$ cat src/lzwd_pkg.sv
// Shared definitions for the LZSS window decoder: window geometry, command codes
// and the fill pattern of the history window.
// No dependencies.
package lzwd_pkg;

    localparam int WIN_DEPTH = 4096;
    localparam int WIN_AW    = $clog2(WIN_DEPTH);

    localparam logic [WIN_AW-1:0] WIN_LAST  = WIN_AW'(WIN_DEPTH - 1);
    localparam logic [WIN_AW-1:0] START_POS = 12'hFEE;

    localparam logic [1:0] CMD_NONE = 2'd0;
    localparam logic [1:0] CMD_LIT  = 2'd1;
    localparam logic [1:0] CMD_RUN  = 2'd2;

    localparam logic [4:0] RUN_BIAS = 5'd3;

    typedef struct packed {
        logic [1:0]        kind;
        logic              fill;
        logic [7:0]        data;
        logic [WIN_AW-1:0] pos;
        logic [4:0]        len;
    } cmd_t;

    // Fill value of one window entry; quot is the entry address divided by 13,
    // kept by the caller as a running count.
    function automatic logic [7:0] fill_byte(input logic [WIN_AW-1:0] addr,
                                             input logic [7:0] quot);
        logic [7:0] val;
        val = 8'h00;
        if (addr < 12'hD00) begin
            val = quot;
        end else if (addr[11:8] == 4'hD) begin
            val = addr[7:0];
        end else if (addr[11:8] == 4'hE) begin
            val = 8'hFF - addr[7:0];
        end else if (addr < 12'hF80) begin
            val = 8'h00;
        end else if (addr < START_POS) begin
            val = 8'h20;
        end
        return val;
    endfunction

endpackage

$ cat src/lzwd_parser.sv
// Stream parser: header length, flag bits and token assembly, one beat at a time.
// Depends on lzwd_pkg; sends at most one command per accepted beat to the engine.
module lzwd_parser (
    input  logic          aclk,
    input  logic          aresetn,
    input  logic          accept,
    input  logic [7:0]    in_byte,
    input  logic          frame_start,
    output lzwd_pkg::cmd_t cmd
);
    import lzwd_pkg::*;

    localparam logic [2:0] PH_HEADER = 3'd0;
    localparam logic [2:0] PH_ITEM   = 3'd1;
    localparam logic [2:0] PH_LIT    = 3'd2;
    localparam logic [2:0] PH_TOKLO  = 3'd3;
    localparam logic [2:0] PH_TOKHI  = 3'd4;
    localparam logic [2:0] PH_DONE   = 3'd5;

    logic [2:0]  phase_reg, phase_next;
    logic [7:0]  flags_reg, flags_next;
    logic [3:0]  left_reg, left_next;
    logic [7:0]  tok_reg, tok_next;
    logic [31:0] enc_reg, enc_next;
    logic [31:0] count_reg, count_next;

    logic [2:0]  ph;
    logic [31:0] taken;
    logic [31:0] enc;
    logic [31:0] enc_acc;
    logic [7:0]  flags;
    logic [3:0]  left;
    logic [3:0]  left_dec;
    logic [7:0]  tok;

    always_comb begin
        ph    = frame_start ? PH_HEADER : phase_reg;
        taken = frame_start ? 32'd0 : count_reg;
        enc   = frame_start ? 32'd0 : enc_reg;
        flags = frame_start ? 8'd0 : flags_reg;
        left  = frame_start ? 4'd1 : left_reg;
        tok   = frame_start ? 8'd0 : tok_reg;

        phase_next = ph;
        flags_next = flags;
        left_next  = left;
        tok_next   = tok;
        enc_next   = enc;
        enc_acc    = enc;
        left_dec   = left - 4'd1;

        cmd.kind = CMD_NONE;
        cmd.fill = frame_start;
        cmd.data = in_byte;
        cmd.pos  = {in_byte[7:4], tok};
        cmd.len  = {1'b0, in_byte[3:0]} + RUN_BIAS;

        unique case (ph)
            PH_HEADER: begin
                if (taken[31:2] == 30'd0) begin
                    enc_acc[{taken[1:0], 3'b000} +: 8] = in_byte;
                end
                enc_next = enc_acc;
                if (taken >= 32'd7) begin
                    enc_next   = enc_acc + 32'd8;
                    left_next  = 4'd1;
                    phase_next = PH_ITEM;
                end
            end
            PH_ITEM: begin
                if (taken >= enc) begin
                    phase_next = PH_DONE;
                end else if (left_dec == 4'd0) begin
                    flags_next = {1'b0, in_byte[7:1]};
                    left_next  = 4'd8;
                    phase_next = in_byte[0] ? PH_LIT : PH_TOKLO;
                end else begin
                    left_next  = left_dec;
                    flags_next = {1'b0, flags[7:1]};
                    if (flags[0]) begin
                        cmd.kind = CMD_LIT;
                    end else begin
                        tok_next   = in_byte;
                        phase_next = PH_TOKHI;
                    end
                end
            end
            PH_LIT: begin
                cmd.kind   = CMD_LIT;
                phase_next = PH_ITEM;
            end
            PH_TOKLO: begin
                tok_next   = in_byte;
                phase_next = PH_TOKHI;
            end
            PH_TOKHI: begin
                cmd.kind   = CMD_RUN;
                phase_next = PH_ITEM;
            end
            default: begin
            end
        endcase

        count_next = (taken != 32'hFFFF_FFFF) ? taken + 32'd1 : taken;
    end

    always_ff @(posedge aclk) begin
        if (!aresetn) begin
            phase_reg <= PH_HEADER;
            flags_reg <= 8'd0;
            left_reg  <= 4'd1;
            tok_reg   <= 8'd0;
            enc_reg   <= 32'd0;
            count_reg <= 32'd0;
        end else if (accept) begin
            phase_reg <= phase_next;
            flags_reg <= flags_next;
            left_reg  <= left_next;
            tok_reg   <= tok_next;
            enc_reg   <= enc_next;
            count_reg <= count_next;
        end
    end

endmodule

$ cat config.mk
export PLATFORM = sky130hd
export DESIGN_NAME = lzwd_parser
export DESIGN_NICKNAME = d
export VERILOG_FILES = /design/src/lzwd_pkg.sv /design/src/lzwd_parser.sv
export SDC_FILE = /design/constraint.sdc
export NUM_CORES = 1
export LEC_CHECK = 0
export ABC_AREA = 1
export BUFFER_PORTS_ARGS = -buffer_cell sky130_fd_sc_hd__buf_2
export CORE_UTILIZATION = 55
export DETAILED_ROUTE_END_ITERATION = 10
export GPL_TIMING_DRIVEN = 0
export PLACE_DENSITY = 0.73
export SETUP_SLACK_MARGIN = 0.5
export SLEW_MARGIN = 20
export SYNTH_ARGS = -nofsm -noshare
export SYNTH_HDL_FRONTEND = slang
export SYNTH_SLANG_ARGS = --single-unit
$ cat constraint.sdc
create_clock -name aclk -period 5.05 [get_ports aclk]
set_input_delay 0.7575 -clock aclk [delete_from_list [all_inputs] [get_ports aclk]]
set_output_delay 0.7575 -clock aclk [all_outputs]
set_load 0.01 [all_outputs]
==> results.tsv, run 1 <==
metric	value	unit
dp_slack	-0.749	ns
pin_count	40	
ir_drop	0.160	mV
layout_common_cells	nand2_1, inv_1, a21oi_1	
endpoint_kind	output port	
start_kind	input port	
cts-hold-fix-buffers	0	
start_util	56.5	%
crit_fanout	10	
period_share	87.2	%
fin_total_pwr	1.92	mW
fillers	1486	
grt_max_degree	18	
synth-seq-cells	87	
wl_per_cell	17.9	um
postRouteAntennaNets	0	
cts_tree	done	
slew_headroom	44.3	%
seq_area	1740	um2
dr.first_iter.drc_count	885	
critPathKind	in -> out	
grt_pass1_vias	8496	
synth_cells	1392	
viasPerCell	5.83	
numCtsBuffers	9	
cts_sinks	87	
worstPathRequired	4.29	ns
async_reset_ff_share	0	%
coreArea	14600	um2
clk_pin_slew_worst_paths	0.08	ns
min_path_type	reg -> reg	
drt-pass1-iter-count	6	
syn_area	8240	um2
antenna_found_initial	0	
nets	1493	
drive_gt1_share	10.7	%
fp.dieH	124	um
critPathArrivalTime	3.64	ns
rsz0062_at_grt	no	
die_w	124	um
clkLatencyLatePin	0.37	ns
worst_pin_slew	0.836	ns
synth-seq-area-share	21.1	%
power.density	212	nW/um2
max_clock_freq	0.227	GHz
layout_commonest_cell	nand2_1	
cts_htree_levels	3	
fin_crit	4.40	ns
gp_congestion	0.995	
num_vias	9497	
dp_hpwl	22900	um
synth_warnings	0	
grt_overflow	0	
grt_pass1_wl	45400	um
status	completed	
synth_area_per_cell	5.92	um2
ys.flop_type	dfxtp_1	
die_area	15500	um2
std_cell_rows	44	
totalWireLength	29100	um
ys_types	43	
slew_viol_final	0	
synth_nets	1444	
drc	0	
portBuffers	37	
maxCapViolCount	0	
hold_viol_final	0	
skew	0.0162	ns
grt_usage	37.4	%
n_antenna_cell	0	
syn2layout_area_growth	10.1	%
cts_root_buf	clkbuf_16	
setup_viol_count_final	0	
synth_edf_count	0	
worst_slack	0.648	ns
multiInputGateArea	5440	um2
clock_path_buffers	2	
power.leakage	4.07	nW
==> critical path: stages <==
cell and delay [ns]:
buf_6 0.14, inv_6 0.11, buf_12 0.14, buf_12 0.14, buf_12 0.13, buf_12 0.15, buf_8 0.14, nand2_1 0.06
ha_1 0.29, inv_1 0.06, nor2_1 0.03, a211oi_1 0.17, o21ai_1 0.09, nand2_1 0.07, a21oi_1 0.08, o21ai_1 0.16
nand2_2 0.11, buf_8 0.15, nor2_1 0.12, inv_2 0.09, buf_4 0.18, o21bai_1 0.11, buf_2 0.14
==> cells by family (layout without fill, tap and decap cells) <==
group / count (synthesis) / count (layout) / share of synthesized area, %
AO/OA/AOI/OAI: 312 / 312 / 20.4
XOR/XNOR: 25 / 25 / 2.66
adder cells (fa/ha/maj): 40 / 40 / 6.08
buffers and inverters: 249 / 303 / 12.8
flip-flops: 87 / 87 / 21.1
multiplexers: 1 / 1 / 0.122
AND/OR/NAND/NOR: 678 / 678 / 36.8
==> where the power goes <==
| group | total, mW | internal (mW) | switching (mW) |
|---|---|---|---|
| Combinational | 0.455 | 0.145 | 0.310 |
| Clock | 0.739 | 0.396 | 0.342 |
| Sequential | 0.728 | 0.713 | 0.0154 |
==> cells in the mapped netlist (10+ instances only) <==
| cell type | instances | share of area, % |
|---|---|---|
| nand2_1 | 355 | 16 |
| inv_1 | 159 | 7.2 |
| a21oi_1 | 138 | 8.4 |
| o21ai_0 | 121 | 7.4 |
| nand3_1 | 104 | 6.3 |
| nor2_1 | 103 | 4.7 |
| dfxtp_1 | 87 | 21 |
| clkbuf_1 | 46 | 2.1 |
| ha_1 | 40 | 6.1 |
| nor3_1 | 28 | 1.7 |
| o211ai_1 | 24 | 2.2 |
| nand4_1 | 21 | 1.6 |
| nand2_2 | 20 | 1.5 |
| xor2_1 | 19 | 2.0 |
| buf_4 | 17 | 1.5 |
| nor2_2 | 15 | 1.1 |
| nor4_1 | 10 | 0.76 |
==> cell type report <==
cell class,instances,area share (%)
inverter,173,7.22
multi-input combinational,1056,60.0
clock buffer,9,2.48
timing repair buffer,38,2.13
clock inverter,7,0.994
buffer,76,5.38
sequential,87,19.2
tap,184,2.54
==> per-stage QoR <==
| step | TNS [ns] | instances | hold WS, ns | utilization, % | cell area [um2] |
|---|---|---|---|---|---|
| 2_1_floorplan | 0 | 1392 | 0.445 | - | 8240 |
| 6_report | 0 | 1630 | 0.466 | 62.1 | 9070 |
| 4_1_cts | 0 | 1630 | 0.466 | 61.9 | 9040 |
| 3_5_place_dp | -2.20 | 1613 | 0.455 | 59.3 | 8650 |
| 3_3_place_gp | -2.82 | 1613 | 0.452 | 59.3 | 8650 |
| 5_1_grt | 0 | 1630 | 0.486 | 62.1 | 9070 |
==> worst paths after layout <==
kind	slack, ns	startpoint	endpoint	cells after the start
worst min-delay path	0.47	flags_reg[3]	flags_reg[3]	2
worst max register to register	1.26	count_reg[0]	enc_reg[29]	21
worst max-delay path	0.65	frame_start	cmd[26]	23
worst min register to register	0.47	flags_reg[3]	flags_reg[3]	2
==> per-layer routing <==
layer,share of wire (%),wire [um],vias to the layer above,GRT usage [%]
met2,45,13000,460,59.5
li1,-,-,4672,-
met1,43,12600,4299,50.3
met4,3.1,897,0,15.2
met5,0,0,-,0
met3,8.8,2570,66,6.06
==> repair_timing <==
action,CTS,global route
buffers inserted,1,0
pin swaps,1,2
setup endpoints to repair,16,7
gates resized for setup,20,12
hold endpoints to repair,0,0
cloned,0,0
(Power assumes the default switching activity.)
==> run 2, diff against run 1 <==
--- a/config.mk
+++ b/config.mk
@@ -7,6 +7,7 @@
 export LEC_CHECK = 0
 export ABC_AREA = 1
 export BUFFER_PORTS_ARGS = -buffer_cell sky130_fd_sc_hd__buf_2
+export CORE_MARGIN = 2
 export CORE_UTILIZATION = 55
 export DETAILED_ROUTE_END_ITERATION = 10
 export GPL_TIMING_DRIVEN = 0
==> results.tsv, run 2 (same netlist as run 1, synthesis figures left out) <==
metric	value	unit	change
slew_viol_final	0		unchanged
crit_fanout	10		unchanged
slew_headroom	49.6	%	+5.3 points
status	completed		
max_stage_delay	0.35	ns	+0.06 ns
final_cell_area	9080	um2	+0.15%
dp_hpwl	22700	um	-0.80%
fin_crit	4.49	ns	+0.0835 ns
gp_congestion	1.04		+4.6%
totalWireLength	29200	um	+0.12%
pin_count	40		unchanged
wl_per_cell	17.9	um	+0.12%
r2r-start	count_reg[0]		
dr.first_iter.drc_count	1076		+22%
ir_drop	0.163	mV	+1.6%
power.leakage	4.07	nW	about the same
multiInputGateArea	5470	um2	+0.48%
cts_tree	done		
rsz0062_at_grt	yes		
setup_viol_count_final	0		unchanged
max_clock_freq	0.223	GHz	-1.9%
cts_sinks	87		unchanged
worst_slack	0.564	ns	-0.0835 ns
final_cell_count_no_fill	1630		unchanged
crit_top_cell	nand2_1		
clock_path_buffers	2		unchanged
viasPerCell	5.88		+0.94%
grt_usage	36.2	%	-1.2 points
post_dp_cell_area	8650	um2	unchanged
crit_slowest_cell	ha_1		
postRouteAntennaNets	0		unchanged
nets	1493		unchanged
dp_cells	1613		unchanged
coreArea	14600	um2	unchanged
fp.dieH	126	um	+1.6%
antenna_found_initial	0		unchanged
skew	0.00674	ns	-0.00948 ns
numCtsBuffers	9		unchanged
critPathKind	in -> out		
maxCapViolCount	0		unchanged
cts_htree_levels	3		unchanged
seq_area	1740	um2	unchanged
cp_cell_sequence	buf_6 -> inv_6 -> buf_12 -> buf_2 -> nand2_1 -> ha_1 -> a21oi_1 -> o21ai_0 -> nand3_1 -> nand2_1 -> nand2_1 -> a21oi_1 -> nor2_1 -> nand2_2 -> clkbuf_8 -> nor2_2 -> inv_2 -> buf_4 -> o21bai_1 -> buf_2		
grt_pass1_vias	8695		+2.3%
cts_root_buf	clkbuf_16		
layout_commonest_cell	nand2_1		
fillers	1492		+0.40%
layout_common_cells	nand2_1, inv_1, a21oi_1		
clkLatencyLatePin	0.37	ns	about the same
die_area	16000	um2	+3.2%
critPathArrivalTime	3.73	ns	+0.09 ns
num_vias	9586		+0.94%
worst_pin_slew	0.756	ns	-0.0799 ns
n_antenna_cell	0		unchanged
start_util	56.5	%	unchanged
endpoint_kind	output port		
grt_pass1_wl	45800	um	+0.82%
fin_hold_ws	0.465	ns	-0.000851 ns
start_kind	input port		
drt-pass1-iter-count	6		unchanged
drc	0		unchanged
cp-startpoint	frame_start		
std_cell_rows	44		unchanged
period_share	88.8	%	+1.7 points
power.density	210	nW/um2	-0.82%
min-delay-start	enc_reg[26]		
portBuffers	37		unchanged
dp_slack	-0.846	ns	-0.0971 ns
clk_pin_slew_worst_paths	0.08	ns	about the same
min_path_type	reg -> reg		
hold_viol_final	0		unchanged
worstPathRequired	4.29	ns	about the same
grt_max_degree	20		+2
die_w	126	um	+1.6%
syn2layout_area_growth	10.2	%	
grt_overflow	0		unchanged
drive_gt1_share	11.1	%	+0.41 points
fin_total_pwr	1.91	mW	-0.67%
[run 2: power by group]
part           internal, mW  switching (mW)  total, mW
Clock                 0.357           0.371      0.727
Combinational         0.143           0.311      0.454
Sequential            0.713          0.0151      0.728
[run 2: layout make-up]
type                       instances  share of cell area, %
inverter                         173                   7.25
tap                              184                   2.54
buffer                            76                   5.24
multi-input combinational       1056                   60.2
timing repair buffer              38                   2.12
clock inverter                     7                  0.951
clock buffer                       9                   2.48
sequential                        87                   19.2
[run 2: path summary, 6_finish.rpt]
| path | slack (ns) | depth (start not counted) | endpoint |
|---|---|---|---|
| max | 0.56 | 20 | cmd[26] |
| min | 0.47 | 2 | enc_reg[26] |
| max reg2reg | 1.34 | 21 | enc_reg[29] |
| min reg2reg | 0.47 | 2 | enc_reg[26] |
[run 2: metal layers]
layer | GRT usage, % | wire length [um] | part of all wire (%)
met5 | 0 | 0 | 0
met4 | 16.6 | 1300 | 4.5
met3 | 4.98 | 2520 | 8.6
met2 | 55.9 | 12700 | 43
met1 | 50.2 | 12700 | 43
[run 2: what timing repair did]
| action | CTS | global route |
|---|---|---|
| pin swaps | 1 | 2 |
| cloned | 0 | 0 |
| setup endpoints to repair | 16 | 8 |
| setup buffers | 0 | 1 |
| hold buffers | 0 | 0 |
| gates resized for setup | 24 | 11 |
[run 2: stage by stage]
stage,util (%),TNS (ns)
3_5_place_dp,59.3,-2.92
2_1_floorplan,-,0
5_1_grt,62.2,0
4_1_cts,61.9,0
6_report,62.2,0
3_3_place_gp,59.3,-3.50
[run 2: critical path: cells and delay by family]
family / cells / cell delay (ns)
buffers and inverters: 8 / 1.31
AOI/OAI and AO/OA: 4 / 0.45
and+or+nand+nor: 7 / 0.83
adders and majority gates: 1 / 0.35
==> run 3, diff against run 2 <==
==> constraint.sdc (replaced) <==
create_clock -name aclk -period 4.3 [get_ports aclk]
set_input_delay 0.645 -clock aclk [delete_from_list [all_inputs] [get_ports aclk]]
set_output_delay 0.645 -clock aclk [all_outputs]
set_load 0.01 [all_outputs]
==> results.tsv, run 3 (same netlist as run 1, synthesis figures left out) <==
metric	value	unit	change
worstPathRequired	3.65	ns	-0.64 ns
r2r-start	count_reg[0]		
setup_viol_count_final	0		unchanged
syn2layout_area_growth	14.7	%	
layout_common_cells	nand2_1, inv_1, a21oi_1		
viasPerCell	5.89		+0.16%
gp_congestion	0.998		-4.1%
std_cell_rows	44		unchanged
nets	1514		+1.4%
num_vias	9725		+1.5%
clock_path_buffers	2		unchanged
grt_pass1_vias	8852		+1.8%
swShare	36.3	%	-0.21 points
skew	0.0122	ns	+0.00544 ns
power.leakage	4.23	nW	+4.0%
ir_drop	0.228	mV	+40%
min-delay-start	count_reg[18]		
numCtsBuffers	9		unchanged
start_util	56.5	%	unchanged
max_stage_delay	0.27	ns	-0.08 ns
start_kind	input port		
path_delay_family	buffers and inverters		
cts-hold-fix-buffers	0		unchanged
dr.first_iter.drc_count	1090		+1.3%
coreArea	14600	um2	unchanged
period_share	86.8	%	
cts_root_buf	clkbuf_16		
worst_pin_slew	0.821	ns	+0.0650 ns
endpoint_kind	output port		
combPwrFrac	25.4	%	+1.6 points
grt_pass1_wl	46300	um	+1.2%
status	completed		
rrSetupSlack	0.95	ns	-0.39 ns
postRouteAntennaNets	0		unchanged
post_dp_cell_area	8690	um2	+0.39%
antenna_found_initial	0		unchanged
n_antenna_cell	0		unchanged
crit_top_cell	buf_12		
drt-pass1-iter-count	6		unchanged
crit_slowest_cell	ha_4		
drive_gt1_share	14.2	%	+3.1 points
worst_slack	0.569	ns	+0.00467 ns
min_path_cells	2		unchanged
cts_htree_levels	3		unchanged
crit_fanout	5		-5
drc	0		unchanged
die_area	16000	um2	unchanged
fillers	1435		-3.8%
clkLatencyLatePin	0.37	ns	about the same
cp_cell_sequence	buf_12 -> inv_8 -> buf_12 -> buf_12 -> buf_8 -> buf_12 -> buf_4 -> nand2_4 -> ha_4 -> nand2_2 -> nor2_2 -> nand4_1 -> buf_4 -> a21oi_2 -> nor2_2 -> nand2_2 -> buf_8 -> nor2_4 -> inv_2 -> buf_8 -> o21bai_4 -> buf_6		
grt_overflow	0		unchanged
fp.dieH	126	um	unchanged
totalWireLength	29600	um	+1.4%
ff2ff_path_depth	21		unchanged
dp_hpwl	22700	um	-0.14%
min_path_type	reg -> reg		
dp_slack	-0.409	ns	+0.437 ns
clk_pin_slew_worst_paths	0.08	ns	about the same
pwr-share-seq	37.5	%	-0.6 points
power.density	241	nW/um2	+15%
switchingPower	0.827	mW	+19%
power.share.clock	37.1	%	-1.0 points
grt_usage	36.5	%	+0.28 points
wl_per_cell	17.9	um	+0.15%
grt_max_degree	20		unchanged
r2r-end	enc_reg[21]		
slew_headroom	45.3	%	-4.3 points
holdPathEnd	count_reg[18]		
layout_commonest_cell	nand2_1		
final_cell_area	9450	um2	+4.0%
slew_viol_final	0		unchanged
cts_sinks	87		unchanged
cts_tree	done		
critPathKind	in -> out		
fin_crit	3.73	ns	
critPathArrivalTime	3.09	ns	-0.64 ns
pin_count	40		unchanged
rsz0062_at_grt	no		
maxCapViolCount	0		unchanged
die_w	126	um	unchanged
hold_viol_final	0		unchanged
setup_tns	0	ns	unchanged
max_clock_freq	0.268	GHz	
fin_total_pwr	2.28	mW	+19%
p_int	1.45	mW	+20%
cp_num_buf_inv	12		+4
portBuffers	37		unchanged
## run 3: cell types whose count changed in the layout (fill, tap and decap cells not counted), moves of 3 or more
cell / previous run / this run
nand2_1: 354 / 344
o21ai_0: 119 / 116
buf_12: 3 / 7
nor2_1: 101 / 97
nand2_2: 20 / 29
o21ai_1: 5 / 8
nor2_4: 6 / 10
clkbuf_1: 43 / 40
buf_4: 18 / 34
buf_6: 4 / 7
## run 3: how the worst max path moves through the flow
stage / slack (ns) / start / end / cells past startpoint
floorplan: 0.51 / frame_start / cmd[26] / 22
global placement: -0.40 / frame_start / cmd[26] / 23
detailed placement: -0.41 / frame_start / cmd[26] / 23
CTS: 0.46 / frame_start / cmd[26] / 23
global route: 0.49 / frame_start / cmd[26] / 20
finish: 0.57 / frame_start / cmd[26] / 22
## run 3: power groups by stage
stage / registers (mW) / logic, mW / clock network [mW]
floorplan: 0.868 / 0.355 / 0
global placement: 0.872 / 0.499 / 0
detailed placement: 0.872 / 0.502 / 0
CTS: 0.854 / 0.534 / 0.847
global route: 0.859 / 0.627 / 0.873
finish: 0.855 / 0.578 / 0.847
## run 3: tightest hold or removal path: cells and delay by family (launching register included)
family / cells / cell delay, ns
AND/OR/NAND/NOR: 1 / 0.06
flip-flops: 1 / 0.31
AO/OA/AOI/OAI: 1 / 0.05
## run 3: final cells by class
cell class,instances,area [um2],area share (%)
Multi-Input combinational cell,1056,5590,59.2
Inverter,173,663,7.02
Timing Repair Buffer,59,377,3.99
Sequential cell,87,1740,18.4
Buffer,76,534,5.66
Clock buffer,9,225,2.38
Tap cell,184,230,2.44
Clock inverter,7,86.3,0.914
## run 3: per-layer routing
layer,part of all wire (%),global-route usage [%]
met5,0,0
met4,4.2,16.0
met3,9.5,4.81
met2,44,59.0
met1,42,48.7
## run 3: through the flow
stage                     std cells  hold WS [ns]  util, %
final                          1651         0.467     64.8
after global routing           1651         0.489     64.8
after CTS                      1640         0.467     63.1
after detailed placement       1613         0.455     59.5
after global placement         1613         0.451     59.5
after floorplan                1392         0.445        -
## run 3: what timing repair did
item,in CTS,in global routing
pin swaps,4,11
hold endpoints to repair,0,0
resized for setup,33,48
setup buffers,11,11
setup endpoints to repair,52,39
